<file path="src/hw/rtl/pds_pkg.sv">
package pds_pkg;
   localparam int MapWidthDefault  = 256;
   localparam int MapHeightDefault = 256;
   localparam int MaxRadiusDefault = 4;
   localparam int CsrIndexW = 3;
   localparam int CsrDataW  = 17;

   localparam logic [CsrIndexW-1:0] CSR_WIDTH  = 3'd0;
   localparam logic [CsrIndexW-1:0] CSR_HEIGHT = 3'd1;
   localparam logic [CsrIndexW-1:0] CSR_PHGT   = 3'd2;
   localparam logic [CsrIndexW-1:0] CSR_THRESH = 3'd3;
   localparam logic [CsrIndexW-1:0] CSR_RADIUS = 3'd4;
   localparam logic [CsrIndexW-1:0] CSR_MOVES  = 3'd5;

   localparam logic [1:0] KIND_LOAD = 2'd0;
   localparam logic [1:0] KIND_DROP = 2'd1;

   typedef struct packed {
      logic [1:0]  kind;
      logic [7:0]  pos_x;
      logic [7:0]  pos_y;
      logic [15:0] cell_value;
   } req_type;

   typedef struct packed {
      logic [7:0]  final_x;
      logic [7:0]  final_y;
      logic [15:0] final_height;
      logic        placed;
      logic [9:0]  move_total;
      logic        touched;
   } rsp_type;

   // controller -> datapath
   typedef struct packed {
      logic capture;    // latch request, set center
      logic own_latch;  // latch own height
      logic scan_init;  // reset ring scan to r=1 start
      logic rd_cand;    // read candidate cell
      logic cand_eval;  // evaluate candidate read data
      logic scan_next;  // advance scan position
      logic move;       // move center to found candidate
      logic write_cell; // write height/activity at center
      logic load_rsp;   // build response
   } cmd_type;

   // datapath -> controller
   typedef struct packed {
      logic is_drop;
      logic is_load;
      logic in_bounds;
      logic cand_valid; // current scan position is a usable candidate
      logic hit;        // evaluated candidate meets threshold
      logic scan_done;  // current position is the last one to visit, or no ring to scan
      logic moves_left;
      logic clearing;   // activity map clear after reset still running
   } sts_type;
endpackage

</file>
<file path="src/hw/rtl/pds_ctrl.sv">
module pds_ctrl import pds_pkg::*; (
   input  logic    clock,
   input  logic    reset,
   input  logic    req_fire,
   input  logic    rsp_ready,
   input  sts_type sts,
   output cmd_type cmd,
   output logic    req_ready,
   output logic    rsp_valid
);
   typedef enum logic [3:0] {
      IDLE, CTR, CTR_WAIT, OWN, SCAN, CAND_WAIT, DECIDE, FINISH, RESP, OUT
   } state_type;
   state_type state_ff;
   logic      rsp_valid_ff;

   always_ff @(posedge clock) begin
      if (reset) begin
         state_ff     <= IDLE;
         rsp_valid_ff <= 1'b0;
      end else begin
         if (state_ff == OUT) rsp_valid_ff <= 1'b1;
         else if (rsp_valid_ff && rsp_ready) rsp_valid_ff <= 1'b0;
         case (state_ff)
            IDLE:     if (req_fire) state_ff <= CTR;
            CTR:      state_ff <= CTR_WAIT;
            CTR_WAIT: state_ff <= OWN;
            OWN: begin
               if (!sts.in_bounds) state_ff <= RESP;
               else if (sts.is_drop && sts.moves_left) state_ff <= SCAN;
               else state_ff <= FINISH;
            end
            SCAN: begin
               if (sts.cand_valid) state_ff <= CAND_WAIT;
               else if (sts.scan_done) state_ff <= FINISH;
            end
            CAND_WAIT: state_ff <= DECIDE;
            DECIDE: begin
               if (sts.hit) state_ff <= CTR;
               else if (sts.scan_done) state_ff <= FINISH;
               else state_ff <= SCAN;
            end
            FINISH: state_ff <= RESP;
            // hold until the previous result is gone
            RESP:   if (!rsp_valid_ff || rsp_ready) state_ff <= OUT;
            OUT:    state_ff <= IDLE;
            default: state_ff <= IDLE;
         endcase
      end
   end

   always_comb begin
      cmd = '0;
      case (state_ff)
         IDLE:     cmd.capture = req_fire;
         OWN: begin
            cmd.own_latch = 1'b1;
            cmd.scan_init = 1'b1;
         end
         SCAN: begin
            cmd.rd_cand   = sts.cand_valid;
            cmd.scan_next = !sts.cand_valid && !sts.scan_done;
         end
         CAND_WAIT: cmd.cand_eval = 1'b1;
         DECIDE: begin
            cmd.move      = sts.hit;
            cmd.scan_next = !sts.hit && !sts.scan_done;
         end
         FINISH: cmd.write_cell = !sts.is_drop ? sts.is_load : 1'b1;
         RESP:   cmd.load_rsp = !rsp_valid_ff || rsp_ready;
         default: ;
      endcase
   end

   assign req_ready = (state_ff == IDLE) && !sts.clearing;
   assign rsp_valid = rsp_valid_ff;
endmodule

</file>
<file path="config.mk">
export PLATFORM = sky130hd
export DESIGN_NAME = pds_ctrl
export DESIGN_NICKNAME = d
export VERILOG_FILES = /design/src/hw/rtl/pds_pkg.sv /design/src/hw/rtl/pds_ctrl.sv
export SDC_FILE = /design/constraint.sdc
export NUM_CORES = 1
export LEC_CHECK = 0
export BUFFER_PORTS_ARGS = -buffer_cell sky130_fd_sc_hd__buf_2
export CORE_AREA = 2 2 39 41
export DETAILED_ROUTE_END_ITERATION = 10
export DIE_AREA = 0 0 41 43
export GPL_TIMING_DRIVEN = 0
export PLACE_DENSITY = 0.58
export SYNTH_ARGS = -nofsm -noshare
export SYNTH_HDL_FRONTEND = slang
export SYNTH_SLANG_ARGS = --single-unit
</file>
<file path="constraint.sdc">
create_clock -name clock -period 1.2 [get_ports clock]
set_input_delay 0.24 -clock clock [delete_from_list [all_inputs] [get_ports clock]]
set_output_delay 0.24 -clock clock [all_outputs]
set_load 0.01 [all_outputs]
</file>
# Word-level counts from Yosys, hierarchy flattened
# Cells that the tools add are included.
# totals
regBits	5
elab_cells	48
# classes
eq_ne	12
mux	20
reduce_logical	14
# ops
cell	count
$pmux 4 s9	1
$mux 4	5
$eq 4x3->1 const B	4
$mux 1	9
$eq 4x2->1 const B	2
$eq 4x4->1 const B	2
$mux 2	3
$logic_and 1x1->1	5
$logic_not 1->1	5
$eq 4x1->1 const B	1
$logic_not 4->1	1
$ne 2x2->1 const B	2
$mux 3	1
$ne 3x3->1 const B	1
$reduce_and 3->1	1
$pmux 1 s2	1
$reduce_bool 2->1	1
$logic_or 1x1->1	1

# Longest topological paths before layout
# logic_depth
ltp_word	4
depth_mapped	5
mapped_depth_nobuf	4

# Worst setup path after synthesis
# No wires, ideal clock.
# synth_path
path_kind	reg-to-output
start	reg state_ff[0]
end	out cmd[7] (netlist bit)
path_stages_with_launch	5
setup_slack_ps	-182
arrival_ps	1142
path_buffers	2
required_time_ps	960
cell_sequence	dfxtp_1 buf_2 nand2_1 nor3_1 buf_4
# synth_rtl
item	line	rtl
start, declared	pds_ctrl.sv:14	state_type state_ff;
start signal, assigned	pds_ctrl.sv:19	state_ff <= IDLE;
start signal, assigned	pds_ctrl.sv:25	IDLE: if (req_fire) state_ff <= CTR;
start signal, assigned	pds_ctrl.sv:26	CTR: state_ff <= CTR_WAIT;
end, declared	pds_ctrl.sv:7	output cmd_type cmd,

==> run metrics <==
status finished with violations; failing checks setup timing; max_cap viols 0; Starting Density 0.292; area leader, netlist dfxtp_1; Overflow after GRT 0; Final min period 1420 ps; register area share after synthesis 0.248; Post-Syn Nets 67; PwrDens 916 mW/mm²; EDFF count, synth 0; Post-Syn Area slightly above 400 µm²; Yosys Warn Count 0; worst-path cell chain buf_6 -> nand2_4 -> nor3_4 -> buf_4 -> buf_6; Setup WS pre-CTS -134 ps; most common cell after layout, fill and taps aside buf_2; TritonCTS clock tree built; setup TNS -1950 ps; Hold Fails Final Rpt 0; I/O Buffers 22; Post-DP Area about 550 µm²; cts hold-fix bufs 0; CP max-delay cell dfxtp_2; Slew @ Worst Pin 212 ps; total number of vias 551; RSZ-0062 raised after global routing yes; crit end category primary output; DIE AREA 0.00176 mm²; CTS root buffer clkbuf_4; CTS buffer count 3; drt first-iter violations 14; first-pass GRT wire length 2120 µm; Clk Latency, worst-skew pair 240 ps; layout cell share with drive strength beyond 1 0.660; htree depth 1; vias in the first global route approximately 500; Routed WL per cell around 12 µm; CTS sink cnt 5; DRT Wirelength 1350 µm; n_diodes 0; crit-path max FO 7; Pins Over Slew Limit 0; Worst path most repeated cell buf_6; Core ar. 0.00138 mm²; Slew headroom 0.858; static leakage 0.000372 µW; DRC errors left 0; post-route cell area 792 µm²; Yosys cell types 28; 1st-pass router iterations 4; Tcrit/Tclk final 1.18; Clock Path Buffers 2; die width 41 µm; area grow syn2layout 96.0%; DP HPWL 777 µm; crit-path max cell delay 340 ps; vias per inst approximately 5.0; final worst slack -215 ps; WP data arrival between 1000 and 1500 ps; CP Launch Type flip-flop; RePlAce Congestion slightly above 0.7; Max VDD drop 0.437 mV; Worst-path clk slew 40 ps; worst hold path type in -> reg; overall routing resource usage 0.175; Synth area leaders dfxtp_1 (25%), nor3_1 (6.2%), buf_4 (5.6%); synthesized flop and latch total 5; critical path type reg -> out; async set-or-reset flop fraction in the synthesized netlist 0; IO Pins 23; pin count of the biggest net entering global routing 8; Main synth FF type dfxtp_1; Mapped Cells 55; Mapped Avg Cell Area 7.35 µm²; Final Skew 2.08 ps; Yosys top cell area share 0.248; Peak Freq roughly 0.71 GHz; nets roughly 110; final setup fails 12; Cell Rows 14; Die H 43 µm; commonest non-fill, non-tap cells in the layout buf_2 (20), buf_4 (11), buf_6 (8); initial antenna violation count 0; Worst Path Required 960 ps; post-route ant nets 0
==> metal layers <==
layer,vias up,share of wire,track usage
li1,278,-,-
met1,259,0.40,0.213
met2,14,0.56,0.281
met3,0,0.045,0.0471
met4,0,0,0.0600
met5,-,0,0
==> logic make-up (layout without fill, tap and decap cells) <==
| group | count (synthesis) | after routing | share of synthesized area |
|---|---|---|---|
| simple gates | 31 | 31 | 0.440 |
| compound gates | 13 | 13 | 0.223 |
| buf+inv | 6 | 45 | 0.0898 |
| flops | 5 | 5 | 0.248 |
==> worst paths after layout <==
kind | startpoint | to | slack [ps] | cells after the start
setup / recovery | state_ff[1] | cmd[7] | -220 | 5
hold / removal | reset | state_ff[3] | 210 | 2
hold reg to reg | rsp_valid | rsp_valid | 540 | 2
setup reg to reg | state_ff[2] | state_ff[1] | -150 | 5
==> synth_stat cells (2+ instances only) <==
cell type	instances
dfxtp_1	5
nor3_1	5
a21oi_1	4
nand2_1	4
nor2_1	4
buf_4	3
nor2b_1	3
and3_1	2
buf_2	2
nand3b_1	2
nor2_2	2
nor4_1	2
o21ai_0	2
==> flip-flops by register name (all words and copies together) (netlist names) <==
register	flops
rsp_valid	1
state_ff	4
==> final cells by class <==
type | instances | area [µm²]
Sequential cell | 5 | 110
Tap cell | 16 | 20.0
Fill cell | 118 | 592
Multi-Input combinational cell | 44 | 339
Timing Repair Buffer | 36 | 251
Buffer | 4 | 41.3
Clock buffer | 4 | 26.3
Inverter | 1 | 3.75
==> power by group <==
part / internal (µW) / switching, µW / leakage (µW)
Clock: 125 / 63.4 / 0.0000150
Combinational: 184 / 157 / 0.000314
Sequential: 182 / 13.7 / 0.0000430
==> what timing repair did <==
item	in CTS	in global routing
endpoints found under the setup margin	12	12
gates resized for setup	18	12
endpoints found under the hold margin	0	0
buffers inserted	12	2
pin swaps	5	5
==> metrics by stage <==
step,instances,total power [µW],hold WS (ps),utilization
2_1_floorplan,55,334,309,-
3_3_place_gp,93,398,458,0.394
3_5_place_dp,93,396,458,0.394
4_1_cts,108,682,198,0.520
5_1_grt,110,791,194,0.572
6_report,110,726,205,0.572
==> worst max-delay path: cells and delay by family, from the launching register on <==
family | cells | cell delay (ps)
simple gates | 2 | 250
flops | 1 | 340
buf+inv | 3 | 360
(Power assumes the default switching activity.)
